--- src/hdl/kmd_pkg.sv ---
// Package for the keypad matrix debouncer.
// Holds the matrix geometry, register indexes and types shared by all modules.
// No dependencies.
`default_nettype none

package kmd_pkg;

    localparam int ROWS     = 4;
    localparam int COLS     = 3;
    localparam int NKEYS    = ROWS * COLS;
    localparam int TIME_W   = 32;
    localparam int CFG_W    = 16;
    localparam int CFG_IDX_W = 2;
    localparam int POS_W    = 2;

    localparam logic [CFG_W-1:0] SCAN_INTERVAL_RST = 16'd10;
    localparam logic [CFG_W-1:0] DEBOUNCE_RST      = 16'd20;
    localparam logic [NKEYS-1:0] KEY_ENABLE_RST    = 12'd3071;

    typedef enum logic [CFG_IDX_W-1:0] {
        REG_SCAN_INTERVAL = 2'd0,
        REG_DEBOUNCE      = 2'd1,
        REG_KEY_ENABLE    = 2'd2
    } t_cfg_reg;

    typedef struct packed {
        logic changed;
        logic level;
    } t_lane_res;

endpackage

`default_nettype wire

--- src/hdl/keypad_matrix_debouncer.sv ---
// Top level of the keypad matrix debouncer: registers, scan gate, twelve lanes and merge.
// Depends on kmd_pkg, kmd_lane and kmd_merge.
//
//  Channel   Signals                                     Direction
//  in        i_in_valid/o_in_ready, raw_pressed, now_ms   word in
//  out       o_out_valid/i_out_ready, row, col, pressed, last  word out
//  cfg       i_cfg_we, i_cfg_idx, i_cfg_data              write only
//
// Enabled keys are updated in the cycle a word is accepted after the scan interval elapses;
// a scan then emits one changed key per cycle while the output is not stalled. A scan with
// changed keys holds the input until they drain; a scan with no changes does not hold it.
// A new word is taken as soon as the previous scan's changes are all in the output register.
// Reset is synchronous and active low and restores the register defaults.
// A stalled output holds the pending changes and blocks new words until they drain.
`default_nettype none

module keypad_matrix_debouncer
    import kmd_pkg::*;
(
    input  wire logic                 i_clk,
    input  wire logic                 i_rst_n,
    input  wire logic                 i_in_valid,
    output logic                      o_in_ready,
    input  wire logic [NKEYS-1:0]     i_raw_pressed,
    input  wire logic [TIME_W-1:0]    i_now_ms,
    output logic                      o_out_valid,
    input  wire logic                 i_out_ready,
    output logic [POS_W-1:0]          o_key_row,
    output logic [POS_W-1:0]          o_key_col,
    output logic                      o_pressed,
    output logic                      o_last,
    input  wire logic                 i_cfg_we,
    input  wire logic [CFG_IDX_W-1:0] i_cfg_idx,
    input  wire logic [CFG_W-1:0]     i_cfg_data
);

    logic [CFG_W-1:0]  r_scan_interval;
    logic [CFG_W-1:0]  r_debounce;
    logic [NKEYS-1:0]  r_key_enable;
    logic [TIME_W-1:0] r_last_scan;
    logic              accept;
    logic              scan_due;
    logic              update;
    t_lane_res         lane_res [NKEYS];

    assign accept   = i_in_valid && o_in_ready;
    assign scan_due = (i_now_ms - r_last_scan) >= TIME_W'(r_scan_interval);
    assign update   = accept && scan_due;

    always_ff @(posedge i_clk) begin
        if (!i_rst_n) begin
            r_scan_interval <= SCAN_INTERVAL_RST;
            r_debounce      <= DEBOUNCE_RST;
            r_key_enable    <= KEY_ENABLE_RST;
            r_last_scan     <= '0;
        end else begin
            if (i_cfg_we) begin
                unique case (i_cfg_idx)
                    REG_SCAN_INTERVAL: r_scan_interval <= i_cfg_data;
                    REG_DEBOUNCE:      r_debounce      <= i_cfg_data;
                    REG_KEY_ENABLE:    r_key_enable    <= i_cfg_data[NKEYS-1:0];
                    default:           ;
                endcase
            end
            if (update) begin
                r_last_scan <= i_now_ms;
            end
        end
    end

    for (genvar k = 0; k < NKEYS; k++) begin : g_lane
        kmd_lane u_lane (
            .i_clk      (i_clk),
            .i_rst_n    (i_rst_n),
            .i_update   (update),
            .i_enable   (r_key_enable[k]),
            .i_raw      (i_raw_pressed[k]),
            .i_now      (i_now_ms),
            .i_debounce (r_debounce),
            .o_res      (lane_res[k])
        );
    end

    kmd_merge u_merge (
        .i_clk       (i_clk),
        .i_rst_n     (i_rst_n),
        .i_load      (update),
        .i_res       (lane_res),
        .o_ready     (o_in_ready),
        .o_out_valid (o_out_valid),
        .i_out_ready (i_out_ready),
        .o_key_row   (o_key_row),
        .o_key_col   (o_key_col),
        .o_pressed   (o_pressed),
        .o_last      (o_last)
    );

endmodule

`default_nettype wire

--- src/hdl/kmd_lane.sv ---
// One debounce lane: candidate level, its start time and the debounced level of one key.
// Depends on kmd_pkg.
`default_nettype none

module kmd_lane
    import kmd_pkg::*;
(
    input  wire logic              i_clk,
    input  wire logic              i_rst_n,
    input  wire logic              i_update,
    input  wire logic              i_enable,
    input  wire logic              i_raw,
    input  wire logic [TIME_W-1:0] i_now,
    input  wire logic [CFG_W-1:0]  i_debounce,
    output t_lane_res              o_res
);

    logic              r_cand;
    logic              r_deb;
    logic [TIME_W-1:0] r_since;
    logic              n_cand;
    logic              n_deb;
    logic [TIME_W-1:0] n_since;
    logic [TIME_W-1:0] held;
    logic              settle;

    assign held   = i_now - r_since;
    assign settle = (r_deb != r_cand) && (held >= TIME_W'(i_debounce));

    always_comb begin
        n_cand        = r_cand;
        n_deb         = r_deb;
        n_since       = r_since;
        o_res.changed = 1'b0;
        o_res.level   = r_cand;
        if (i_update && i_enable) begin
            if (i_raw != r_cand) begin
                n_cand  = i_raw;
                n_since = i_now;
            end else if (settle) begin
                n_deb         = r_cand;
                o_res.changed = 1'b1;
            end
        end
    end

    always_ff @(posedge i_clk) begin
        if (!i_rst_n) begin
            r_cand  <= 1'b0;
            r_deb   <= 1'b0;
            r_since <= '0;
        end else begin
            r_cand  <= n_cand;
            r_deb   <= n_deb;
            r_since <= n_since;
        end
    end

endmodule

`default_nettype wire

--- src/hdl/kmd_merge.sv ---
// Merging stage: collects the change flags of all lanes and emits them in row-major order.
// Depends on kmd_pkg.
`default_nettype none

module kmd_merge
    import kmd_pkg::*;
(
    input  wire logic             i_clk,
    input  wire logic             i_rst_n,
    input  wire logic             i_load,
    input  wire t_lane_res        i_res [NKEYS],
    output logic                  o_ready,
    output logic                  o_out_valid,
    input  wire logic             i_out_ready,
    output logic [POS_W-1:0]      o_key_row,
    output logic [POS_W-1:0]      o_key_col,
    output logic                  o_pressed,
    output logic                  o_last
);

    logic [NKEYS-1:0] r_mask;
    logic [NKEYS-1:0] r_lvl;
    logic [NKEYS-1:0] n_mask;
    logic [NKEYS-1:0] n_lvl;
    logic [NKEYS-1:0] pop_bit;
    logic [NKEYS-1:0] rest;
    logic [POS_W-1:0] sel_row;
    logic [POS_W-1:0] sel_col;
    logic             out_free;
    logic             pop;
    logic             r_out_valid;
    logic [POS_W-1:0] r_row;
    logic [POS_W-1:0] r_col;
    logic             r_pressed;
    logic             r_last;

    assign out_free = !r_out_valid || i_out_ready;
    assign pop      = out_free && (r_mask != '0);
    assign pop_bit  = r_mask & (~r_mask + NKEYS'(1));
    assign rest     = pop ? (r_mask & ~pop_bit) : r_mask;
    assign o_ready  = (rest == '0);

    always_comb begin
        sel_row = '0;
        sel_col = '0;
        for (int r = ROWS - 1; r >= 0; r--) begin
            for (int c = COLS - 1; c >= 0; c--) begin
                if (r_mask[r * COLS + c]) begin
                    sel_row = POS_W'(r);
                    sel_col = POS_W'(c);
                end
            end
        end
    end

    always_comb begin
        n_mask = rest;
        n_lvl  = r_lvl;
        if (i_load) begin
            for (int k = 0; k < NKEYS; k++) begin
                n_mask[k] = i_res[k].changed;
                n_lvl[k]  = i_res[k].level;
            end
        end
    end

    always_ff @(posedge i_clk) begin
        if (!i_rst_n) begin
            r_mask      <= '0;
            r_out_valid <= 1'b0;
        end else begin
            r_mask <= n_mask;
            if (out_free) begin
                r_out_valid <= pop;
            end
        end
        r_lvl <= n_lvl;
        if (pop) begin
            r_row     <= sel_row;
            r_col     <= sel_col;
            r_pressed <= |(r_lvl & pop_bit);
            r_last    <= ((r_mask & ~pop_bit) == '0);
        end
    end

    assign o_out_valid = r_out_valid;
    assign o_key_row   = r_row;
    assign o_key_col   = r_col;
    assign o_pressed   = r_pressed;
    assign o_last      = r_last;

    a_load_only_when_drained: assert property (@(posedge i_clk) disable iff (!i_rst_n)
        i_load |-> (rest == '0))
        else $error("scan loaded while earlier changes were still pending");

    a_pop_single_key: assert property (@(posedge i_clk) disable iff (!i_rst_n)
        $onehot0(pop_bit))
        else $error("more than one key selected for output");

    a_col_in_range: assert property (@(posedge i_clk) disable iff (!i_rst_n)
        r_out_valid |-> (r_col < POS_W'(COLS)))
        else $error("column out of range on output");

    a_pending_pops: assert property (@(posedge i_clk) disable iff (!i_rst_n)
        (r_mask != '0) && out_free |=> r_out_valid)
        else $error("pending change was not moved to the output register");

endmodule

`default_nettype wire
--- config.mk ---
export PLATFORM = sky130hd
export DESIGN_NAME = keypad_matrix_debouncer
export DESIGN_NICKNAME = d
export VERILOG_FILES = /design/src/hdl/kmd_pkg.sv /design/src/hdl/keypad_matrix_debouncer.sv /design/src/hdl/kmd_lane.sv /design/src/hdl/kmd_merge.sv
export SDC_FILE = /design/constraint.sdc
export NUM_CORES = 2
export LEC_CHECK = 0
export BUFFER_PORTS_ARGS = -buffer_cell sky130_fd_sc_hd__buf_2
export CAP_MARGIN = 20
export CORE_MARGIN = 5
export CORE_UTILIZATION = 35
export CTS_BUF_LIST = sky130_fd_sc_hd__clkbuf_16
export DETAILED_ROUTE_END_ITERATION = 8
export SYNTH_ARGS = -nofsm -noshare
export SYNTH_HDL_FRONTEND = slang
export SYNTH_SLANG_ARGS = --single-unit
--- constraint.sdc ---
create_clock -name i_clk -period 6 [get_ports i_clk]
set_input_delay 0.3 -clock i_clk [delete_from_list [all_inputs] [get_ports i_clk]]
set_output_delay 0.3 -clock i_clk [all_outputs]
set_load 0.005 [all_outputs]
## Word level (Yosys, flattened, before mapping)

Cells that the tools add are included.

- $add $sub $neg: 14
- Multiply operators: 0
- Divide/modulo/power cells: 0
- Magnitude comparators: 13
- Eq/ne operators: 26
- Shifts and indexed selects: 0
- Multiplexer cells: 58
- Bitwise gates (word level): 17
- Reductions and logical operators: 64

Operator list:

| operator | number |
|---|---|
| 32-bit by 16-bit greater-or-equal comparator with 1-bit output | 13 |
| 32-bit subtractor | 13 |
| 1-bit 2-to-1 mux | 40 |
| 12-bit AND | 3 |
| 3-bit AND reduction | 12 |
| 2-bit 2-to-1 mux | 16 |
| 2-bit AND reduction | 15 |
| 1-bit logical AND | 27 |
| 12-bit zero test | 2 |
| 12-bit 2-to-1 mux | 2 |
| 1-bit != test | 24 |
| 12-bit NOT | 2 |
| 12-bit by 1-bit adder with 12-bit output (second input constant) | 1 |
| 1-bit NOT | 12 |
| 12-bit nonzero test | 1 |
| 12-bit OR reduction | 1 |
| 6-bit OR reduction | 1 |
| 3-bit OR reduction | 1 |
| 2-bit by 1-bit equality test with 1-bit output (second input constant) | 1 |
| 2-bit equality test (second input constant) | 1 |
| 2-bit zero test | 1 |
| 2-bit OR reduction | 1 |
| 1-bit zero test | 1 |
| 1-bit logical OR | 1 |

- Flip-flop bits (word level): 515
- Bits in latches: 0
- Bits in writable memories: 0
- Bits in read-only memories: 0
- Input bits: 67
- Output and inout port bits: 8
- Word-level logic and storage cells: 241
- Memories kept: 0

## Depth between registers and ports, before layout

- Word-level depth: 12
- Gate-level depth with buffers: 29
- Mapped depth without buffers: 26

## Modules after synthesis

Synthesis repeated with hierarchy kept, for this count alone.

- Cells, all modules: 6913
- Area, all modules: 51105.3 um^2

By module, submodules not included:

| module | times used | cells each | area each (um^2) | sequential area each (um^2) |
|---|---|---|---|---|
| kmd_lane (g_lane[0].u_lane ...) | 9 | 506 | 3723.6 | 680.7 |
| kmd_lane (g_lane[11].u_lane ...) | 2 | 505 | 3607.2 | 680.7 |
| keypad_matrix_debouncer | 1 | 682 | 5221.3 | 1521.5 |
| kmd_lane (g_lane[9].u_lane) | 1 | 498 | 3595.9 | 680.7 |
| kmd_merge | 1 | 169 | 1561.5 | 800.8 |

## Worst setup path after synthesis

No wires, ideal clock.

- Path kind: input to register
- From: input i_now_ms[0]
- To: register g_lane[6].u_lane.r_deb
- Library setup time: 134 ps
- Arrival: 4995 ps
- Data required time: 5866 ps
- Path slack: 872 ps
- Stages: 29
- Path buffers: 3
- Cells stage by stage: clkbuf_1 inv_1 ha_1 fa_1 nand2b_1 a21oi_1 o21a_1 o21ai_0 nand2b_1 a21oi_1 o21bai_1 a21oi_1 o21bai_1 xor2_1 ha_1 nand4_1 nor3_1 a32oi_1 nand4_1 nor4_1 o2111ai_1 nor4_1 nand4_1 buf_4 nand2_2 inv_2 buf_2 nand4_1 o211ai_1

- Word-level cells in the longest chain between the ends: 5
- Elaborated cells between the ends (all ways): 8
- Classes of those cells: 2 x add/sub; 2 x order compare; 4 x reduce/logical

Ends and longest elaborated chain:

| element | RTL line | source |
|---|---|---|
| from (decl) | keypad_matrix_debouncer.sv:25 | `input wire logic [TIME_W-1:0] i_now_ms,` |
| 32-bit subtractor | keypad_matrix_debouncer.sv:47 | `assign scan_due = (i_now_ms - r_last_scan) >= TIME_W'(r_scan_interval);` |
| 32-bit by 16-bit greater-or-equal comparator with 1-bit output | keypad_matrix_debouncer.sv:47 |  |
| 1-bit logical AND | keypad_matrix_debouncer.sv:48 | `assign update = accept && scan_due;` |
| named net g_lane[0].u_lane.i_update | kmd_lane.sv:10 | `input wire logic i_update,` |
| 1-bit logical AND | kmd_lane.sv:36 | `if (i_update && i_enable) begin` |
| 3-bit AND reduction (no source line) | -- |  |
| to (signal assigned) | kmd_lane.sv:54 | `r_deb <= n_deb;` |
| to (decl) | kmd_lane.sv:19 | `logic r_deb;` |

The timed path passes the listed nets, and every way through them passes these cells.
A chain may end at the register's enable or synchronous reset.

## Worst setup path after layout

- From: input i_now_ms[1]
- To: register g_lane[1].u_lane.r_since[17]

- Word-level cells in the longest chain between the ends: 5

Ends and longest elaborated chain:

| element | RTL line | source |
|---|---|---|
| 32-bit subtractor | keypad_matrix_debouncer.sv:47 |  |
| 32-bit by 16-bit greater-or-equal comparator with 1-bit output | keypad_matrix_debouncer.sv:47 |  |
| 1-bit logical AND | keypad_matrix_debouncer.sv:48 |  |
| 1-bit logical AND | kmd_lane.sv:36 |  |
| 2-bit AND reduction (no source line) | -- |  |
| to (signal assigned) | kmd_lane.sv:55 | `r_since <= n_since;` |
| to (decl) | kmd_lane.sv:20 | `logic [TIME_W-1:0] r_since;` |

Every way passes these cells.

==> flow_metrics.tcl <==
set metrics [dict create \
    worst_path_largest_cell_delay_ps 590 \
    cts_root_buf "clkbuf_16" \
    via_per_inst 5.72 \
    grt_pass1_vias 43611 \
    tightest_slew_ps 1090 \
    synth_top_area_share_pct 20.5 \
    cap_violations 0 \
    clock-sinks 515 \
    cts_tree "built" \
    clkSlewWorstSetupHoldPaths_ps 60 \
    fp.dieW_um 382 \
    synthCells 6399 \
    hold_slack_ps 31.3 \
    grt_pass1_wl_mm 260 \
    instances_no_fill 8238 \
    crit_path_max_fanout 29 \
    yosys.area.top_type "dfxtp_1" \
    final_common_cell "nand2_1" \
    postRouteAntennaNets 0 \
    first_pass_iters 6 \
    vias 47110 \
    start_util_pct 35.3 \
    syn_area_mm2 0.0485 \
    pwr_density_cell_mw_per_mm2 254 \
    cp.depth 29 \
    crit_family "buffers and inverters" \
    synth-seq-cells 515 \
    p_leak_nw 21.2 \
    synth.distinct_cells 116 \
    numCtsBuffers 69 \
    syn2layout_area_growth_pct 9.95 \
    clk_latency_ps 650 \
    end_kind "register" \
    fin_nets 7083 \
    clock.fmax_mhz 176 \
    placedInstanceArea_mm2 0.0509 \
    cp_num_buf_inv 6 \
    hold_depth 3 \
    rsz0062_at_grt "no" \
    async_flop_share_pct 0 \
    totalWireLength_mm 172 \
    hp-class "input pin to register" \
    syn_nets 7090 \
    post_route_cells_drive_above_1_share_pct 5.96 \
    timing.final.crit_share_pct 94.7 \
    period_minus_slack_ps 5680 \
    grt_use_total_pct 22.5 \
    synth-seq-area-share_pct 21.6 \
    p_switching_mw 5.30 \
    pwr-share-comb_pct 41.2 \
    crit_required_ps 6520 \
    arrival_ps 6200 \
    dpl.hpwl_mm 130 \
    ys_warn_count 0 \
    ios 75 \
    syn_avg_cell_area_um2 7.58 \
    slew-limit-headroom_pct 27.1 \
    tns_ps 0 \
    wl_per_cell_um 20.9 \
    cts_htree_levels 3 \
    cts_buffer_depth 3 \
    outcome "completed" \
    seqPwrFrac_pct 28.7 \
    worstSetupPathType "input pin to register" \
    r2r_cells 27 \
    dp_cells 8094 \
    slowest_stage "dlygate4sd3_1" \
    die_h_um 382 \
    post-cts-setup-buffers 0 \
    layout_common_cells "nand2_1 (705), ha_1 (611), inv_1 (569)" \
    finalSetupViolCount 0 \
    stdcell_area_mm2 0.0533 \
    fin_worst_skew_ps 34.3 \
    gp_congestion 0.925 \
    power_mw 13.6 \
    ir_drop_mv 0.182 \
    die-area_mm2 0.146 \
    clkPwrFrac_pct 30.0 \
    p_sw_share_pct 39.1 \
    cpMostUsedCell "nand4_1" \
    core_mm2 0.137 \
    slew_viol_final 0 \
    p_int_mw 8.26 \
    drc 0 \
    synthFlopType "dfxtp_1" \
    io_buffers 74 \
    synth_edf_count 18 \
    synth.area.top_cells "dfxtp_1 (21%), ha_1 (16%), nand2_1 (5.5%)" \
    final-hold-violation-count 0 \
    startpoint_type "input pin" \
    grt_max_degree 115 \
    antenna_found_initial 16 \
    fp-row-count 136 \
    grt.overflow.total 0 \
    first_iter_violations 3904 \
]
## synthesized netlist by cell type (16+ instances only)
library cell,n
o21a_1,92
and2_1,33
a21oi_1,436
buf_2,52
a221oi_1,16
nor2b_1,174
xor2_1,108
a21boi_0,86
or3_1,34
dfxtp_1,497
nor3b_1,26
or2_2,20
o21bai_1,46
nor3_1,108
a31oi_1,47
a2111oi_0,21
a211o_1,19
xnor2_1,149
o31a_1,34
nand3_1,307
nand2_1,705
nand2b_1,81
a21o_1,169
clkbuf_1,196
o2111ai_1,24
nand4_1,109
nor4_1,38
edfxtp_1,18
a211oi_1,61
mux2i_1,140
buf_4,20
o31ai_1,31
ha_1,611
o211ai_1,61
and3_1,49
o21ai_0,477
nor2_1,312
inv_1,556
a21boi_1,95
## power groups by stage
stage               Clock, mW  Sequential, mW  Combinational [mW]
floorplan                   0            3.90                4.05
global placement            0            3.96                5.39
detailed placement          0            3.97                5.47
CTS                      4.16            3.90                5.51
global route             4.28            3.93                6.20
finish                   4.07            3.90                5.59
## tightest hold or removal path, stage by stage
cell and delay, ps:
buf_2 180, nand2_1 80, a21boi_0 60
## flip-flops by register name (all words and copies together), names as in the netlist
register and cells:
g_lane.u_lane.r_cand 12, r_scan_interval 16, r_debounce 16, u_merge.o_out_valid 1, u_merge.r_mask 12, u_merge.o_key_row 2, u_merge.r_lvl 12, g_lane.u_lane.r_deb 12
r_key_enable 12, g_lane.u_lane.r_since 384, u_merge.o_last 1, r_last_scan 32, u_merge.o_pressed 1, u_merge.o_key_col 2
## final timing paths
path,startpoint,end,slack (ps)
max reg2reg,r_last_scan[0],g_lane[1].u_lane.r_since[17],500
min reg2reg,g_lane[4].u_lane.r_since[18],g_lane[4].u_lane.r_since[18],450
max,i_now_ms[1],g_lane[1].u_lane.r_since[17],320
min,i_cfg_data[5],r_debounce[5],30
## layer usage
| metal | wire, um | GRT usage [%] | share of wire (%) |
|---|---|---|---|
| met3 | 11900 | 3.13 | 6.9 |
| met4 | 5850 | 7.10 | 3.4 |
| met1 | 78800 | 31.0 | 46 |
| met5 | 33 | 0 | 0.019 |
| met2 | 75400 | 36.6 | 44 |
## logic make-up (layout without fill, tap and decap cells)
kind of cell / count (synthesis) / in the layout / share of synthesized area (%)
AO/OA/AOI/OAI: 1912 / 1912 / 25.8
XOR/XNOR: 258 / 258 / 4.68
adder cells (fa/ha/maj): 631 / 631 / 16.5
buffers and inverters: 847 / 887 / 7.08
flip-flops: 515 / 515 / 21.6
multiplexers: 151 / 151 / 3.15
other: 0 / 4 / 0
AND/OR/NAND/NOR: 2085 / 2086 / 21.2
## stage by stage
| stage | setup WS [ps] | utilization [%] |
|---|---|---|
| finish | 319 | 38.8 |
| global route | 13.3 | 38.8 |
| CTS | 312 | 38.7 |
| detailed placement | 294 | 37.0 |
| global placement | 331 | 37.0 |
| floorplan | 872 | - |
## what timing repair did
item / 4_1_cts / 5_1_grt
gates resized for setup: 0 / 6
hold buffers: 18 / 0
endpoints found under the setup margin: 0 / 249
endpoints found under the hold margin: 29 / 0
## area by class of cell
| class | instances | area [um^2] |
|---|---|---|
| repair buffers | 211 | 1710 |
| well taps | 1794 | 2240 |
| clock inverters | 47 | 350 |
| multi-input cells | 5038 | 34600 |
| fillers | 14293 | 84200 |
| flip-flops and latches | 515 | 10500 |
| inverters | 557 | 2090 |
| clock buffers | 72 | 1800 |
| diodes | 4 | 10.0 |
No activity file was read; power rests on OpenSTA's default activity.
